[config.mk]
export PLATFORM = sky130hd
export DESIGN_NAME = fault_latch_with_hold_timers
export DESIGN_NICKNAME = d
export VERILOG_FILES = /design/src/rtl/core/fltm_pkg.sv /design/src/rtl/core/fault_latch_with_hold_timers.sv /design/src/rtl/core/fltm_timers.sv
export VERILOG_INCLUDE_DIRS = /design/src /design/src/rtl/core
export SDC_FILE = /design/constraint.sdc
export NUM_CORES = 1
export LEC_CHECK = 0
export ABC_AREA = 1
export BUFFER_PORTS_ARGS = -buffer_cell sky130_fd_sc_hd__buf_2
export CORE_UTILIZATION = 35
export DETAILED_ROUTE_END_ITERATION = 12
export SLEW_MARGIN = 5
export SYNTH_ARGS = -nofsm -noshare
export SYNTH_HDL_FRONTEND = slang
export SYNTH_SLANG_ARGS = --single-unit
[constraint.sdc]
create_clock -name clk -period 7.17 [get_ports clk]
set_clock_uncertainty 0.2 [all_clocks]
set_input_delay 0.717 -clock clk [delete_from_list [all_inputs] [get_ports clk]]
set_output_delay 0.717 -clock clk [all_outputs]
set_load 0.1 [all_outputs]
[src/rtl/core/fault_latch_with_hold_timers_macros.svh]
// assertion helpers
`ifndef FAULT_LATCH_WITH_HOLD_TIMERS_MACROS_SVH
`define FAULT_LATCH_WITH_HOLD_TIMERS_MACROS_SVH

// same-cycle implication
`define FLTM_ASSERT_IMP(label, clk, rst_n, ante, cons) \
  label: assert property (@(posedge clk) disable iff (!rst_n) (ante) |-> (cons)) \
    else $error("fault latch check failed");

// next-cycle implication
`define FLTM_ASSERT_NXT(label, clk, rst_n, ante, cons) \
  label: assert property (@(posedge clk) disable iff (!rst_n) (ante) |=> (cons)) \
    else $error("fault latch check failed");

`endif

[src/rtl/core/fltm_pkg.sv]
`default_nettype none
package fltm_pkg;

  localparam int CRIT_FAULTS    = 16;
  localparam int NONCRIT_FAULTS = 16;
  localparam int NUM_TIMERS     = 32;
  localparam int NC_BASE        = 16;
  localparam int TMR_W          = $clog2(NUM_TIMERS);
  localparam int CNT_W          = $clog2(NUM_TIMERS + 1);
  localparam int HOLD_W         = 16;
  localparam int MAP_W          = 16;
  localparam int ID_W           = 6;

  localparam logic [HOLD_W-1:0] HOLD_RESET = 16'd4000;

  localparam logic FUNC_TICK   = 1'b0;
  localparam logic FUNC_REPORT = 1'b1;

  typedef enum logic [1:0] {
    ST_IDLE,
    ST_SWEEP,
    ST_FINISH
  } fltm_state_t;

  typedef struct packed {
    logic             arm;
    logic [TMR_W-1:0] arm_idx;
    logic             rd;
    logic [TMR_W-1:0] rd_idx;
    logic             dec;
    logic [TMR_W-1:0] dec_idx;
  } tmr_req_t;

  function automatic logic [MAP_W-1:0] frame16(input logic [MAP_W-1:0] v);
    logic [MAP_W-1:0] r;
    r = '0;
    for (int i = 0; i < 8; i++) begin
      r[7-i]  = v[i];
      r[15-i] = v[8+i];
    end
    return r;
  endfunction

endpackage
`default_nettype wire

[src/rtl/core/fault_latch_with_hold_timers.sv]
// Fault latch with one hold timer per fault. A request on the input stream is
// either a fault report (tuser = 1, fault id in tdata) or one time tick
// (tuser = 0). Critical ids 0-15 set a critical bit and the faulted state,
// ids 17-32 set a non-critical bit; each report restarts that fault's timer
// at hold_ticks and its result is ready in the cycle after acceptance. A tick
// walks all 32 timers through a single decrement-and-compare unit reading a
// 32-entry count memory one entry per cycle, then registers its result once the
// output slot is free; expired timers clear their bits and the block returns to
// ready when the last critical bit clears. Each request gives one result with
// both bitmaps, each byte bit-reversed. The user writes hold_ticks on the config
// channel only while no request is in progress; the block does not enforce it.
`default_nettype none
module fault_latch_with_hold_timers (
  input  wire                                 clk,
  input  wire                                 rst_n,
  input  wire                                 in_tvalid,
  output logic                                in_tready,
  input  wire  [7:0]                          in_tdata,  // src_id[5:0], zero pad
  input  wire  [0:0]                          in_tuser,  // func
  output logic                                out_tvalid,
  input  wire                                 out_tready,
  output logic [31:0]                         out_tdata, // crit_frame, noncrit_frame
  output logic [2:0]                          out_tuser, // faulted, enter_fault, enter_ready
  input  wire                                 cfg_valid,
  output logic                                cfg_ready,
  input  wire  [fltm_pkg::HOLD_W-1:0]         cfg_data
);
  import fltm_pkg::*;

  fltm_state_t       state_r, state_nxt;
  logic [CNT_W-1:0]  cnt_r, cnt_nxt;
  logic [MAP_W-1:0]  crit_r, crit_nxt;
  logic [MAP_W-1:0]  noncrit_r, noncrit_nxt;
  logic              faulted_r, faulted_nxt;
  logic              clr_r, clr_nxt;
  logic [HOLD_W-1:0] hold_r;
  logic              out_valid_r, out_valid_nxt;
  logic [31:0]       out_data_r, out_data_nxt;
  logic [2:0]        out_user_r, out_user_nxt;

  tmr_req_t          req;
  logic              expired;
  logic              slot_free;
  logic              in_acc;
  logic [ID_W-1:0]   id;
  logic [ID_W-1:0]   nc_j;
  logic [TMR_W-1:0]  proc_idx;

  assign slot_free = !out_valid_r || out_tready;
  assign in_tready = (state_r == ST_IDLE) && slot_free;
  assign in_acc    = in_tvalid && in_tready;
  assign id        = in_tdata[ID_W-1:0];
  assign nc_j      = id - ID_W'(CRIT_FAULTS + 1);
  assign proc_idx  = TMR_W'(cnt_r - CNT_W'(1));
  assign cfg_ready = 1'b1;

  fltm_timers u_timers (
    .clk        (clk),
    .rst_n      (rst_n),
    .req        (req),
    .hold_ticks (hold_r),
    .expired    (expired)
  );

  always_comb begin
    state_nxt     = state_r;
    cnt_nxt       = cnt_r;
    crit_nxt      = crit_r;
    noncrit_nxt   = noncrit_r;
    faulted_nxt   = faulted_r;
    clr_nxt       = clr_r;
    out_valid_nxt = out_valid_r && !out_tready;
    out_data_nxt  = out_data_r;
    out_user_nxt  = out_user_r;
    req           = '0;
    unique case (state_r)
      ST_IDLE: begin
        if (in_acc) begin
          if (in_tuser[0] == FUNC_REPORT) begin
            if (id < ID_W'(CRIT_FAULTS)) begin
              crit_nxt[id[3:0]] = 1'b1;
              faulted_nxt       = 1'b1;
              req.arm           = 1'b1;
              req.arm_idx       = TMR_W'(id);
            end else if (id > ID_W'(CRIT_FAULTS) &&
                         id <= ID_W'(CRIT_FAULTS + NONCRIT_FAULTS)) begin
              noncrit_nxt[nc_j[3:0]] = 1'b1;
              req.arm                = 1'b1;
              req.arm_idx            = TMR_W'(ID_W'(NC_BASE) + nc_j);
            end
            out_valid_nxt = 1'b1;
            out_data_nxt  = {frame16(noncrit_nxt), frame16(crit_nxt)};
            out_user_nxt  = {1'b0, (id < ID_W'(CRIT_FAULTS)), faulted_nxt};
          end else begin
            state_nxt = ST_SWEEP;
            cnt_nxt   = '0;
            clr_nxt   = 1'b0;
          end
        end
      end
      ST_SWEEP: begin
        // read entry cnt while settling entry cnt-1
        req.rd     = cnt_r < CNT_W'(NUM_TIMERS);
        req.rd_idx = cnt_r[TMR_W-1:0];
        if (cnt_r != '0) begin
          req.dec     = 1'b1;
          req.dec_idx = proc_idx;
          if (expired) begin
            if (proc_idx < TMR_W'(NC_BASE)) begin
              crit_nxt[proc_idx[3:0]] = 1'b0;
              clr_nxt                 = 1'b1;
            end else begin
              noncrit_nxt[proc_idx[3:0]] = 1'b0;
            end
          end
        end
        cnt_nxt = cnt_r + CNT_W'(1);
        if (cnt_r == CNT_W'(NUM_TIMERS)) begin
          state_nxt = ST_FINISH;
        end
      end
      ST_FINISH: begin
        if (slot_free) begin
          if (clr_r && crit_r == '0 && faulted_r) begin
            faulted_nxt = 1'b0;
          end
          out_valid_nxt = 1'b1;
          out_data_nxt  = {frame16(noncrit_r), frame16(crit_r)};
          out_user_nxt  = {(clr_r && crit_r == '0 && faulted_r), 1'b0, faulted_nxt};
          state_nxt     = ST_IDLE;
        end
      end
      default: begin
        state_nxt = ST_IDLE;
      end
    endcase
  end

  always_ff @(posedge clk) begin
    if (!rst_n) begin
      state_r     <= ST_IDLE;
      cnt_r       <= '0;
      crit_r      <= '0;
      noncrit_r   <= '0;
      faulted_r   <= 1'b0;
      clr_r       <= 1'b0;
      hold_r      <= HOLD_RESET;
      out_valid_r <= 1'b0;
    end else begin
      state_r     <= state_nxt;
      cnt_r       <= cnt_nxt;
      crit_r      <= crit_nxt;
      noncrit_r   <= noncrit_nxt;
      faulted_r   <= faulted_nxt;
      clr_r       <= clr_nxt;
      out_valid_r <= out_valid_nxt;
      if (cfg_valid && cfg_ready) begin
        hold_r <= cfg_data;
      end
    end
  end

  always_ff @(posedge clk) begin
    out_data_r <= out_data_nxt;
    out_user_r <= out_user_nxt;
  end

  assign out_tvalid = out_valid_r;
  assign out_tdata  = out_data_r;
  assign out_tuser  = out_user_r;

`include "fault_latch_with_hold_timers_macros.svh"

  `FLTM_ASSERT_IMP(a_fault_implies_faulted, clk, rst_n, out_valid_r && out_user_r[1], out_user_r[0])
  `FLTM_ASSERT_IMP(a_ready_clears_all, clk, rst_n, out_valid_r && out_user_r[2], !out_user_r[0] && out_data_r[15:0] == '0)
  `FLTM_ASSERT_NXT(a_tick_starts_sweep, clk, rst_n, in_acc && in_tuser[0] == FUNC_TICK, state_r == ST_SWEEP && cnt_r == '0)
  `FLTM_ASSERT_IMP(a_sweep_bound, clk, rst_n, state_r == ST_SWEEP, cnt_r <= CNT_W'(NUM_TIMERS))

endmodule
`default_nettype wire

[src/rtl/core/fltm_timers.sv]
`default_nettype none
module fltm_timers (
  input  wire                          clk,
  input  wire                          rst_n,
  input  fltm_pkg::tmr_req_t           req,
  input  wire [fltm_pkg::HOLD_W-1:0]   hold_ticks,
  output logic                         expired
);
  import fltm_pkg::*;

  logic [HOLD_W-1:0]     cnt_mem [NUM_TIMERS];
  logic [HOLD_W-1:0]     rd_data_r;
  logic [NUM_TIMERS-1:0] running_r;
  logic [NUM_TIMERS-1:0] running_nxt;
  logic                  live;
  logic                  wr_dec;

  // shared decrement and compare unit
  assign live    = req.dec && running_r[req.dec_idx];
  assign wr_dec  = live && (rd_data_r > HOLD_W'(1));
  assign expired = live && !(rd_data_r > HOLD_W'(1));

  always_ff @(posedge clk) begin
    if (req.arm) begin
      cnt_mem[req.arm_idx] <= hold_ticks;
    end else if (wr_dec) begin
      cnt_mem[req.dec_idx] <= rd_data_r - HOLD_W'(1);
    end
    if (req.rd) begin
      rd_data_r <= cnt_mem[req.rd_idx];
    end
  end

  always_comb begin
    running_nxt = running_r;
    if (req.arm) begin
      running_nxt[req.arm_idx] = 1'b1;
    end
    if (expired) begin
      running_nxt[req.dec_idx] = 1'b0;
    end
  end

  always_ff @(posedge clk) begin
    if (!rst_n) begin
      running_r <= '0;
    end else begin
      running_r <= running_nxt;
    end
  end

endmodule
`default_nettype wire

# Word level (Yosys, flattened, before mapping)

Memory sizes are Yosys's and may differ from the RTL's. A register that Yosys moved wholly into a read port is not among the register bits.
Index checks and enable logic that the tools add are counted.

Bits in registers: 126
Memory bits (writable): 512
Output and inout port bits: 38
Memories: 1

Add/subtract/negate cells: 5
Magnitude comparators: 16
Equality and inequality tests: 12
Mux-type cells: 76
Bitwise operators: 8
Reduce and logical (&&, ||, !) cells: 30

Memory list:

| memory           | depth | width | rd ports | clocked after memory_dff | write ports | RTL line          | text |
|---|---|---|---|---|---|---|---|
| u_timers.cnt_mem | 32    | 16    | 1        | 1                        | 1           | fltm_timers.sv:11 | `logic [HOLD_W-1:0] cnt_mem [NUM_TIMERS];` |

Operators with widths:

| kind                                                                                | number |
|---|---|
| 16-bit two-way mux                                                                  | 14 |
| 32-bit two-way mux                                                                  | 5 |
| 16-bit one-hot mux with 2 select lines                                              | 2 |
| 32-bit one-hot mux with 2 select lines                                              | 1 |
| 6-bit two-way mux                                                                   | 8 |
| 16-bit bitwise AND                                                                  | 2 |
| 32-bit bitwise AND                                                                  | 1 |
| 32-bit inverter                                                                     | 1 |
| 16-bit bitwise OR                                                                   | 2 |
| 32-bit bitwise OR                                                                   | 1 |
| 1-bit two-way mux                                                                   | 25 |
| 2-bit inequality test, second input constant                                        | 9 |
| 6-bit AND reduction                                                                 | 3 |
| 16-bit by 1-bit > comparator with 1-bit output, second input constant               | 1 |
| 16-bit logical NOT                                                                  | 1 |
| 16-bit inverter                                                                     | 1 |
| 16-bit OR reduction                                                                 | 1 |
| 16-bit by 1-bit subtractor with 16-bit output, second input constant                | 1 |
| 4-bit by 5-bit < comparator with 1-bit output, second input constant                | 3 |
| 1-bit logical AND                                                                   | 14 |
| 1-bit demux with 4-bit select                                                       | 3 |
| 4-bit by 1-bit greater-or-equal comparator with 1-bit output, second input constant | 3 |
| 5-bit by 6-bit < comparator with 1-bit output, second input constant                | 2 |
| 12-bit two-way mux                                                                  | 1 |
| 29 further kinds                                                                    | 42 |

# Logic depth before layout (Yosys ltp)

Gate-level depths: netlist of the first run.

Depth in word-level cells: 15
Depth in mapped cells: 22
Depth with buffers taken out: 18

# Cells and area by module

Synthesis of the first run repeated with hierarchy kept, for this count alone.

Cells, all modules: 2631
Area, all modules: 28177.0 um^2

By module, submodules not included:

| module                       | times used | cells an instance | area each (um^2) | sequential area each (um^2) |
|---|---|---|---|---|
| fltm_timers                  | 1          | 1882              | 22876.9          | 16495.8 |
| fault_latch_with_hold_timers | 1          | 749               | 5300.1           | 2232.1 |

# Worst setup path after synthesis of the first run

No wires, ideal clock.

Path kind: register to register
From: reg out_valid_r (netlist: out_tvalid)
To: mem u_timers.cnt_mem[25][0], enable pin
Setup time: 0.388 ns
Arrival time: 4.951 ns
Required time: 6.582 ns
Slack: 1.630 ns
Cell stages (with the launch flop): 14
Buffers on the path: 0
Path through: dfxtp_1 inv_1 nor2_1 nor3_1 nand2_1 nor2_1 inv_1 a21oi_1 o21ai_0 inv_1 nor2_1 inv_1 nand2_1 nor2_1

Longest elaborated chain between the ends: 10

Ends and longest elaborated chain:

| what                                                             | RTL line                            | text |
|---|---|---|
| from (decl)                                                      | fault_latch_with_hold_timers.sv:37  | `logic out_valid_r, out_valid_nxt;` |
| from (signal assigned)                                           | fault_latch_with_hold_timers.sv:156 | `out_valid_r <= out_valid_nxt;` |
| 1-bit logical NOT (*)                                            | fault_latch_with_hold_timers.sv:49  | `assign slot_free = !out_valid_r \|\| out_tready;` |
| 1-bit logical OR (*)                                             | fault_latch_with_hold_timers.sv:49  |  |
| 1-bit logical AND (*)                                            | fault_latch_with_hold_timers.sv:50  | `assign in_tready = (state_r == ST_IDLE) && slot_free;` |
| via in_tready                                                    | fault_latch_with_hold_timers.sv:17  | `output logic in_tready,` |
| 1-bit logical AND (*)                                            | fault_latch_with_hold_timers.sv:51  | `assign in_acc = in_tvalid && in_tready;` |
| 6-bit two-way mux (*)                                            | fault_latch_with_hold_timers.sv:78  | `if (in_acc) begin` |
| 6-bit two-way mux (*)                                            | fault_latch_with_hold_timers.sv:76  | `unique case (state_r)` |
| 1-bit two-way mux                                                | fltm_timers.sv:24                   | `if (req.arm) begin` |
| 1-bit two-way mux (not written as such)                          | fltm_timers.sv:27                   | `cnt_mem[req.dec_idx] <= rd_data_r - HOLD_W'(1);` |
| 16-bit OR reduction (no line)                                    | n/a                                 |  |
| 5-bit two-way mux (no line) or 1-bit two-way mux (tied branches) | n/a                                 |  |
| to (decl)                                                        | fltm_timers.sv:11                   |  |

Mark *: on every way through the listed nets, which the timed path passes. The rest lies on a longest branch.

# Worst setup path after layout of the first run

From: reg cnt_r[0]
To: mem u_timers.cnt_mem[18][6], enable pin

Longest elaborated chain between the ends: 12

Ends and longest elaborated chain:

| what                                                                              | RTL line                                                                | text |
|---|---|---|
| from (decl)                                                                       | fault_latch_with_hold_timers.sv:31                                      | `logic [CNT_W-1:0] cnt_r, cnt_nxt;` |
| from (signal assigned)                                                            | fault_latch_with_hold_timers.sv:151                                     | `cnt_r <= cnt_nxt;` |
| 5-bit by 1-bit subtractor with 5-bit output or 6-bit nonzero test (tied branches) | fault_latch_with_hold_timers.sv:54, fault_latch_with_hold_timers.sv:105 |  |
| 6-bit two-way mux (*)                                                             | fault_latch_with_hold_timers.sv:105                                     | `if (cnt_r != '0) begin` |
| 12-bit two-way mux (*)                                                            | fault_latch_with_hold_timers.sv:76                                      |  |
| 1-bit binary-select mux with 5-bit select                                         | fltm_timers.sv:19                                                       | `assign live = req.dec && running_r[req.dec_idx];` |
| 1-bit two-way mux (not written as such)                                           | fltm_timers.sv:19                                                       |  |
| 1-bit logical AND                                                                 | fltm_timers.sv:19                                                       |  |
| 1-bit logical AND                                                                 | fltm_timers.sv:20                                                       | `assign wr_dec = live && (rd_data_r > HOLD_W'(1));` |
| 1-bit two-way mux                                                                 | fltm_timers.sv:26                                                       | `end else if (wr_dec) begin` |
| 1-bit two-way mux                                                                 | fltm_timers.sv:24                                                       |  |
| 1-bit two-way mux (not written as such)                                           | fltm_timers.sv:27                                                       |  |
| 16-bit OR reduction (no line)                                                     | n/a                                                                     |  |
| 5-bit two-way mux (no line) or 1-bit two-way mux (tied branches)                  | n/a                                                                     |  |

Every way passes the cells marked *; elsewhere a longest branch is shown, timed or not. The select of a mux whose other input is x is not followed.

==> metrics.txt, run 1 <==
# TYPE chip_impl_metric gauge
chip_impl_info{name="outcome",value="finished, final reports clean"} 1
chip_impl_info{name="worst_path_dominant_cell_family",value="simple AND/OR/NAND/NOR gates"} 1
chip_impl_metric{name="first_global_vias",unit=""} 18300
chip_impl_metric{name="grt_pass1_wl",unit="µm"} 114000
chip_impl_info{name="timing_worst_setup_path_type",value="register to register"} 1
chip_impl_metric{name="slew_headroom",unit="%"} 17.2
chip_impl_metric{name="synth_area_per_cell",unit="µm²"} 10.7
chip_impl_metric{name="cts_setup_buffers",unit=""} 0
chip_impl_info{name="hp-class",value="input port to register"} 1
chip_impl_info{name="element_type_at_the_critical_path_end",value="register"} 1
chip_impl_metric{name="yosys.cell_types.count",unit=""} 45
chip_impl_metric{name="dpl-instance-area",unit="mm²"} 0.0301
chip_impl_info{name="cp_slowest_cell",value="sky130_fd_sc_hd__nor2_2"} 1
chip_impl_metric{name="finish.instance_area",unit="mm²"} 0.0324
chip_impl_metric{name="synth-seq-cells",unit=""} 654
chip_impl_metric{name="timing.critical_path.slowest_cell_delay",unit="ns"} 0.97
chip_impl_metric{name="drt_first_iter_violations",unit=""} 1921
chip_impl_metric{name="drc",unit=""} 0
chip_impl_metric{name="netlist_instances",unit=""} 2675
chip_impl_metric{name="holdBufCountCts",unit=""} 0
chip_impl_metric{name="critPathBufInv",unit=""} 4
chip_impl_metric{name="grt_max_degree",unit=""} 141
chip_impl_info{name="crit_path_cell_trace",value="buf_4 -> inv_2 -> ha_1 -> nand3_4 -> nand2_4 -> nor2_2 -> inv_2 -> nand2_1 -> nand2_1 -> nand2_1 -> nand3_2 -> nor2_4 -> nand3_4 -> nand2_1 -> nand2_1 -> inv_1 -> nand2_1 -> nor2_2"} 1
chip_impl_metric{name="final_period_minus_worst_setup_slack",unit="ns"} 5.46
chip_impl_metric{name="cts_resized",unit=""} 0
chip_impl_metric{name="dr_total_vias",unit=""} 20200
chip_impl_metric{name="cp_num_cells",unit=""} 18
chip_impl_metric{name="design.die.area",unit="mm²"} 0.0826
chip_impl_metric{name="worstSkewPairLatency",unit="ns"} 0.61
chip_impl_metric{name="setup_viol_count_final",unit=""} 0
chip_impl_info{name="grt_setup_unrepaired",value="no"} 1
chip_impl_metric{name="layout_worst_path_cycle_share",unit="%"} 76.1
chip_impl_metric{name="floorplan.initialDensity",unit="%"} 35.4
chip_impl_metric{name="proportion_of_netlist_area_held_by_the_largest_area_contributor",unit="%"} 59.3
chip_impl_info{name="path_common_cell",value="sky130_fd_sc_hd__nand2_1"} 1
chip_impl_metric{name="clkTransAtPathRegs",unit="ns"} 0.06
chip_impl_metric{name="wl_per_cell",unit="µm"} 20.0
chip_impl_metric{name="dpl.hpwl",unit="µm"} 44400
chip_impl_metric{name="tns",unit="ns"} 0
chip_impl_metric{name="layout_cell_share_with_drive_strength_beyond_1",unit="%"} 13.6
chip_impl_info{name="r2r-start",value="cnt_r[0]$_SDFFE_PN0P_"} 1
chip_impl_metric{name="core-area",unit="mm²"} 0.0805
chip_impl_metric{name="layoutNonFillerInstCount",unit=""} 3834
chip_impl_info{name="ys_dominant_reg_cell",value="sky130_fd_sc_hd__edfxtp_1"} 1
chip_impl_metric{name="insertedDiodeCount",unit=""} 0
chip_impl_metric{name="async_flop_share",unit="%"} 0
chip_impl_metric{name="max-clock-path-buffers",unit=""} 3
chip_impl_metric{name="io_pins",unit=""} 68
chip_impl_metric{name="grt_usage",unit="%"} 18.3
chip_impl_metric{name="drt_pass1_iterations",unit=""} 5
chip_impl_metric{name="routabilityCongestion",unit=""} 0.922
chip_impl_metric{name="fp.dieH",unit="µm"} 287
chip_impl_metric{name="syn2layout_area_growth",unit="%"} 13.5
chip_impl_info{name="most-common-layout-cells",value="sky130_fd_sc_hd__edfxtp_1 (563), sky130_fd_sc_hd__nor2_1 (477), sky130_fd_sc_hd__o21ai_0 (320)"} 1
chip_impl_info{name="yosysTopAreaCell",value="sky130_fd_sc_hd__edfxtp_1"} 1
chip_impl_metric{name="floorplan.die.width",unit="µm"} 287
chip_impl_info{name="worst_setup_endpoint",value="u_timers.cnt_mem[18][6]$_DFFE_PP_"} 1
chip_impl_metric{name="cts.sinks",unit=""} 654
chip_impl_metric{name="crit_required",unit="ns"} 7.19
chip_impl_metric{name="worstRegToRegCells",unit=""} 18
chip_impl_info{name="cts_tree",value="built"} 1
chip_impl_metric{name="core.rowCount",unit=""} 104
chip_impl_metric{name="numPortBuffers",unit=""} 64
chip_impl_metric{name="antenna_found_initial",unit=""} 0
chip_impl_metric{name="mappedNetlistNets",unit=""} 2717
chip_impl_info{name="timing.critical_path.from_type",value="register"} 1
chip_impl_metric{name="timing.critical_path.fanout_max",unit=""} 38
chip_impl_info{name="clockRootBuffer",value="sky130_fd_sc_hd__clkbuf_16"} 1
chip_impl_metric{name="p_total",unit="mW"} 8.82
chip_impl_metric{name="cts_buf_count",unit=""} 69
chip_impl_metric{name="mappedNetlistArea",unit="mm²"} 0.0285
chip_impl_metric{name="leftover_overflow_at_the_end_of_global_routing",unit=""} 0
chip_impl_metric{name="totalWireLength",unit="µm"} 76700
chip_impl_metric{name="ys_warn_count",unit=""} 0
chip_impl_info{name="critical_path.startpoint",value="cnt_r[0]$_SDFFE_PN0P_"} 1
chip_impl_metric{name="fillers",unit=""} 7666
chip_impl_metric{name="max_slew.worst_pin.slew",unit="ns"} 1.24
chip_impl_metric{name="final_nets",unit=""} 2762
chip_impl_metric{name="power_density",unit="mW/mm²"} 273
chip_impl_metric{name="residual_antenna_violating_net_count_after_detailed_routing",unit=""} 0
chip_impl_metric{name="sequential_to_total_area_share_from_yosys_stat",unit="%"} 65.7
chip_impl_metric{name="dpl.cell_count",unit=""} 3709
chip_impl_info{name="r2r-end",value="u_timers.cnt_mem[18][6]$_DFFE_PP_"} 1
chip_impl_metric{name="hold_violations",unit=""} 0
chip_impl_metric{name="max_cap_viol_count",unit=""} 0
chip_impl_info{name="synth.area.top_cells",value="sky130_fd_sc_hd__edfxtp_1 (59%), sky130_fd_sc_hd__nor2_1 (6.4%), sky130_fd_sc_hd__dfxtp_1 (6.4%)"} 1
chip_impl_metric{name="synth_edf_count",unit=""} 563
chip_impl_metric{name="data_arrival_at_the_endpoint_of_the_critical_path",unit="ns"} 5.48
chip_impl_metric{name="clock.fmax",unit="MHz"} 183
chip_impl_metric{name="r2r_setup_slk",unit="ns"} 1.71
chip_impl_metric{name="timing.final.max_slew_violations",unit=""} 0
chip_impl_metric{name="detail_route.vias_per_cell",unit=""} 5.26
chip_impl_metric{name="htreeDepth",unit=""} 3
chip_impl_metric{name="p_leak",unit="nW"} 11.3
chip_impl_metric{name="vdd.ir_drop.worst",unit="µV"} 143
chip_impl_info{name="final_common_cell",value="sky130_fd_sc_hd__edfxtp_1"} 1
final cells by class:
type / instances / area [µm²] / share of cell area [%]
timing repair buffer: 126 / 811 / 2.51
multi-input combinational: 1709 / 8610 / 26.6
inverter: 160 / 611 / 1.89
clock buffer: 91 / 1890 / 5.85
clock inverter: 34 / 390 / 1.21
sequential: 654 / 18700 / 57.9
tap: 1060 / 1330 / 4.10
how the worst min path moves through the flow:
| stage | from | cells after the start | endpoint |
|---|---|---|---|
| finish | cfg_data[5] | 3 | hold_r[5]$_SDFFE_PN1P_ |
| global route | cfg_data[5] | 3 | hold_r[5]$_SDFFE_PN1P_ |
| CTS | cfg_data[5] | 3 | hold_r[5]$_SDFFE_PN1P_ |
| detailed placement | hold_r[8]$_SDFFE_PN1P_ | 2 | hold_r[8]$_SDFFE_PN1P_ |
| global placement | hold_r[8]$_SDFFE_PN1P_ | 2 | hold_r[8]$_SDFFE_PN1P_ |
| floorplan | hold_r[10]$_SDFFE_PN1P_ | 2 | hold_r[10]$_SDFFE_PN1P_ |
Yosys cell counts, types with 3 or more instances:
cell / n
sky130_fd_sc_hd__a21oi_1: 132
sky130_fd_sc_hd__clkbuf_1: 97
sky130_fd_sc_hd__o21ai_0: 326
sky130_fd_sc_hd__o31ai_1: 32
sky130_fd_sc_hd__nor2_1: 486
sky130_fd_sc_hd__xor2_1: 9
sky130_fd_sc_hd__inv_1: 147
sky130_fd_sc_hd__buf_4: 3
sky130_fd_sc_hd__buf_2: 28
sky130_fd_sc_hd__nor4_1: 5
sky130_fd_sc_hd__o2bb2ai_1: 16
sky130_fd_sc_hd__buf_6: 4
sky130_fd_sc_hd__a31oi_1: 21
sky130_fd_sc_hd__nand3_1: 83
sky130_fd_sc_hd__ha_1: 12
sky130_fd_sc_hd__o21ai_1: 10
sky130_fd_sc_hd__nor2_4: 5
sky130_fd_sc_hd__inv_2: 11
sky130_fd_sc_hd__or2_2: 95
sky130_fd_sc_hd__nor3_1: 12
sky130_fd_sc_hd__nand3_2: 11
sky130_fd_sc_hd__nor2_2: 5
sky130_fd_sc_hd__nand2_1: 284
sky130_fd_sc_hd__xnor2_1: 6
sky130_fd_sc_hd__buf_1: 19
sky130_fd_sc_hd__edfxtp_1: 563
sky130_fd_sc_hd__nand4_1: 33
sky130_fd_sc_hd__o22ai_1: 9
sky130_fd_sc_hd__o211ai_1: 96
sky130_fd_sc_hd__dfxtp_1: 91
sky130_fd_sc_hd__nand3_4: 5
state kept, by name, indices dropped and copies added (netlist names):
register,flops
u_timers.cnt_mem,512
out_tdata,32
u_timers.running_r,32
crit_r,16
hold_r,16
noncrit_r,16
u_timers.rd_data_r,16
cnt_r,6
out_tuser,3
state_r,2
clr_r,1
faulted_r,1
out_tvalid,1
worst min-delay path: cells and delay by family:
| kind | cells | cell delay (ns) |
|---|---|---|
| buffers and inverters | 1 | 0.07 |
| and+or+nand+nor | 2 | 0.12 |
stage by stage:
stage | utilization [%] | setup slack [ns] | hold WS [ns]
after floorplan | - | 1.63 | 0.229
after global placement | 37.3 | 1.73 | 0.249
after detailed placement | 37.3 | 1.64 | 0.251
after CTS | 40.2 | 1.62 | 0.100
after global routing | 40.2 | 1.21 | 0.111
final | 40.2 | 1.71 | 0.128
per-layer routing:
layer  GRT usage (%)  wire length, µm  share of wire, %
met5               0                0                 0
met4            5.94             2260               2.9
met3            3.04             5160               6.7
met2            28.4            35200                46
met1            25.9            34100                44
kinds of logic after synthesis:
kind of cell	Yosys count	share of synthesized area, %
fa+ha+maj	12	0.526
xor+xnor	15	0.461
compound gates	650	13.0
flops	654	65.7
buf+inv	312	4.41
other cells	1	0.0131
simple gates	1031	15.9
power by group:
group	internal, mW	switching [mW]
combinational	0.176	0.719
clock	2.13	1.50
sequential	4.27	0.0415
total	6.57	2.26
Power figures use the tool's default switching activity.
==> run 2: changes to the inputs <==
==> constraint.sdc (replaced) <==
create_clock -name clk -period 5.5 [get_ports clk]
set_clock_uncertainty 0.2 [all_clocks]
set_input_delay 0.55 -clock clk [delete_from_list [all_inputs] [get_ports clk]]
set_output_delay 0.55 -clock clk [all_outputs]
set_load 0.1 [all_outputs]
==> metrics.txt, run 2 (synthesized netlist as in run 1, its figures left out) <==
# TYPE chip_impl_metric gauge
chip_impl_metric{name="final_nets",unit=""} 2789
chip_impl_metric{name="routabilityCongestion",unit=""} 0.899
chip_impl_metric{name="setup_viol_count_final",unit=""} 0
chip_impl_metric{name="vdd.ir_drop.worst",unit="µV"} 195
chip_impl_metric{name="layout_cell_share_with_drive_strength_beyond_1",unit="%"} 13.7
chip_impl_metric{name="slew_headroom",unit="%"} 19.9
chip_impl_metric{name="numPortBuffers",unit=""} 64
chip_impl_metric{name="fillers",unit=""} 7637
chip_impl_metric{name="leftover_overflow_at_the_end_of_global_routing",unit=""} 0
chip_impl_info{name="cp_slowest_cell",value="sky130_fd_sc_hd__nor2_1"} 1
chip_impl_metric{name="design.die.area",unit="mm²"} 0.0826
chip_impl_metric{name="core-area",unit="mm²"} 0.0805
chip_impl_metric{name="first_global_vias",unit=""} 18900
chip_impl_metric{name="max_cap_viol_count",unit=""} 0
chip_impl_info{name="crit_path_cell_trace",value="inv_1 -> ha_1 -> nand3_4 -> nand2_4 -> nor2_2 -> inv_2 -> nand2_1 -> nand2_1 -> nand2_1 -> nand3_2 -> nor2_4 -> nand3_4 -> nor2_1 -> nor2_1 -> inv_1 -> nand2_1 -> nor2_1 -> buf_4"} 1
chip_impl_metric{name="largest_register_ff_count",unit=""} 512
chip_impl_info{name="element_type_at_the_critical_path_end",value="register"} 1
chip_impl_metric{name="cts.sinks",unit=""} 654
chip_impl_info{name="grt_setup_unrepaired",value="no"} 1
chip_impl_metric{name="residual_antenna_violating_net_count_after_detailed_routing",unit=""} 0
chip_impl_info{name="outcome",value="finished, final reports clean"} 1
chip_impl_metric{name="floorplan.die.width",unit="µm"} 287
chip_impl_metric{name="antenna_found_initial",unit=""} 1
chip_impl_metric{name="max-clock-path-buffers",unit=""} 3
chip_impl_metric{name="grt_util_met2",unit="%"} 28.9
chip_impl_metric{name="timing.critical_path.fanout_max",unit=""} 30
chip_impl_metric{name="grt_util_met1",unit="%"} 25.1
chip_impl_info{name="grt.busiest_layer",value="met2"} 1
chip_impl_metric{name="cts_buf_count",unit=""} 69
chip_impl_info{name="hp-class",value="input port to register"} 1
chip_impl_metric{name="whs",unit="ns"} 0.0239
chip_impl_metric{name="grt_pass1_wl",unit="µm"} 115000
chip_impl_metric{name="cts_setup_buffers",unit=""} 0
chip_impl_metric{name="holdBufCountCts",unit=""} 11
chip_impl_metric{name="layout_worst_path_cycle_share",unit="%"} 87.2
chip_impl_metric{name="insertedDiodeCount",unit=""} 0
chip_impl_metric{name="data_arrival_at_the_endpoint_of_the_critical_path",unit="ns"} 4.88
chip_impl_metric{name="grt.met3_usage",unit="%"} 2.82
chip_impl_info{name="most-common-layout-cells",value="sky130_fd_sc_hd__edfxtp_1 (563), sky130_fd_sc_hd__nor2_1 (481), sky130_fd_sc_hd__o21ai_0 (320)"} 1
chip_impl_info{name="top_register",value="u_timers.cnt_mem"} 1
chip_impl_metric{name="p_leak",unit="nW"} 11.4
chip_impl_metric{name="floorplan.initialDensity",unit="%"} 35.4
chip_impl_metric{name="fp.dieH",unit="µm"} 287
chip_impl_metric{name="drc",unit=""} 0
chip_impl_metric{name="core.rowCount",unit=""} 104
chip_impl_metric{name="dpl.hpwl",unit="µm"} 45900
chip_impl_metric{name="cts_resized",unit=""} 0
chip_impl_metric{name="tns",unit="ns"} 0
chip_impl_metric{name="wl_per_cell",unit="µm"} 19.5
chip_impl_metric{name="final_period_minus_worst_setup_slack",unit="ns"} 4.79
chip_impl_metric{name="max_slew.worst_pin.slew",unit="ns"} 1.20
chip_impl_metric{name="crit_required",unit="ns"} 5.59
chip_impl_info{name="clockRootBuffer",value="sky130_fd_sc_hd__clkbuf_16"} 1
chip_impl_metric{name="grt_usage",unit="%"} 18.1
chip_impl_metric{name="grt_max_degree",unit=""} 225
chip_impl_metric{name="totalWireLength",unit="µm"} 75400
chip_impl_info{name="cts_tree",value="built"} 1
chip_impl_metric{name="drt_pass1_iterations",unit=""} 5
chip_impl_info{name="timing.critical_path.from_type",value="register"} 1
chip_impl_metric{name="io_pins",unit=""} 68
chip_impl_info{name="timing_worst_setup_path_type",value="register to register"} 1
chip_impl_metric{name="multi_input_area",unit="mm²"} 0.00860
chip_impl_metric{name="drt_first_iter_violations",unit=""} 2076
chip_impl_metric{name="htreeDepth",unit=""} 3
chip_impl_info{name="path_common_cell",value="sky130_fd_sc_hd__nand2_1"} 1
chip_impl_metric{name="timing.final.max_slew_violations",unit=""} 0
chip_impl_metric{name="syn2layout_area_growth",unit="%"} 13.9
chip_impl_metric{name="clock.fmax",unit="MHz"} 209
chip_impl_metric{name="area.sequential",unit="mm²"} 0.0187
chip_impl_metric{name="timing.critical_path.slowest_cell_delay",unit="ns"} 0.52
chip_impl_metric{name="clkTransAtPathRegs",unit="ns"} 0.06
chip_impl_metric{name="worstSkewPairLatency",unit="ns"} 0.61
chip_impl_info{name="final_common_cell",value="sky130_fd_sc_hd__edfxtp_1"} 1
chip_impl_metric{name="dr_total_vias",unit=""} 20100
chip_impl_metric{name="hold_violations",unit=""} 0
chip_impl_metric{name="power_density",unit="mW/mm²"} 348
chip_impl_metric{name="detail_route.vias_per_cell",unit=""} 5.19
run 2: area by class of cell:
cell class | count | area share, %
Clock inverter | 32 | 0.859
Timing Repair Buffer | 153 | 3.24
Tap cell | 1060 | 4.08
Multi-Input combinational cell | 1709 | 26.5
Clock buffer | 95 | 5.81
Sequential cell | 654 | 57.6
Inverter | 160 | 1.88
run 2: worst max-delay path: cells and delay by family, from the launching register on:
| kind | cells | cell delay (ns) |
|---|---|---|
| adders and majority gates | 1 | 0.25 |
| buffers and inverters | 4 | 0.78 |
| DFF | 1 | 0.44 |
| and+or+nand+nor | 13 | 2.79 |
run 2: worst paths after layout:
check | slack [ns] | start | endpoint | cells after the start
worst max-delay path | 0.71 | cnt_r[1]$_SDFFE_PN0P_ | u_timers.cnt_mem[3][9]$_DFFE_PP_ | 18
worst min-delay path | 0.02 | cfg_data[9] | hold_r[9]$_SDFFE_PN1P_ | 3
worst max register to register | 0.71 | cnt_r[1]$_SDFFE_PN0P_ | u_timers.cnt_mem[3][9]$_DFFE_PP_ | 18
worst min register to register | 0.28 | hold_r[9]$_SDFFE_PN1P_ | hold_r[9]$_SDFFE_PN1P_ | 2
run 2: power breakdown:
part	internal, mW	leakage (nW)	switching, mW
sequential	5.56	5.86	0.0554
clock	2.60	1.05	1.92
combinational	0.238	4.48	0.937
run 2: layer usage:
| layer | up-vias | wire, µm |
|---|---|---|
| met5 | - | 0 |
| met4 | 0 | 2350 |
| met3 | 139 | 4450 |
| met2 | 677 | 34800 |
| met1 | 9678 | 33800 |
| li1 | 9559 | - |
run 2: per-stage QoR:
step	utilization, %	total power, mW	instances	setup slack [ns]	cell area [µm²]
after floorplan	-	6.57	2675	0.963	28500
after global placement	37.5	6.87	3725	0.753	30200
after detailed placement	37.5	6.88	3725	0.726	30200
after CTS	40.3	11.4	3863	0.701	32500
after global routing	40.3	11.7	3863	0.316	32500
final	40.3	11.3	3863	0.706	32500
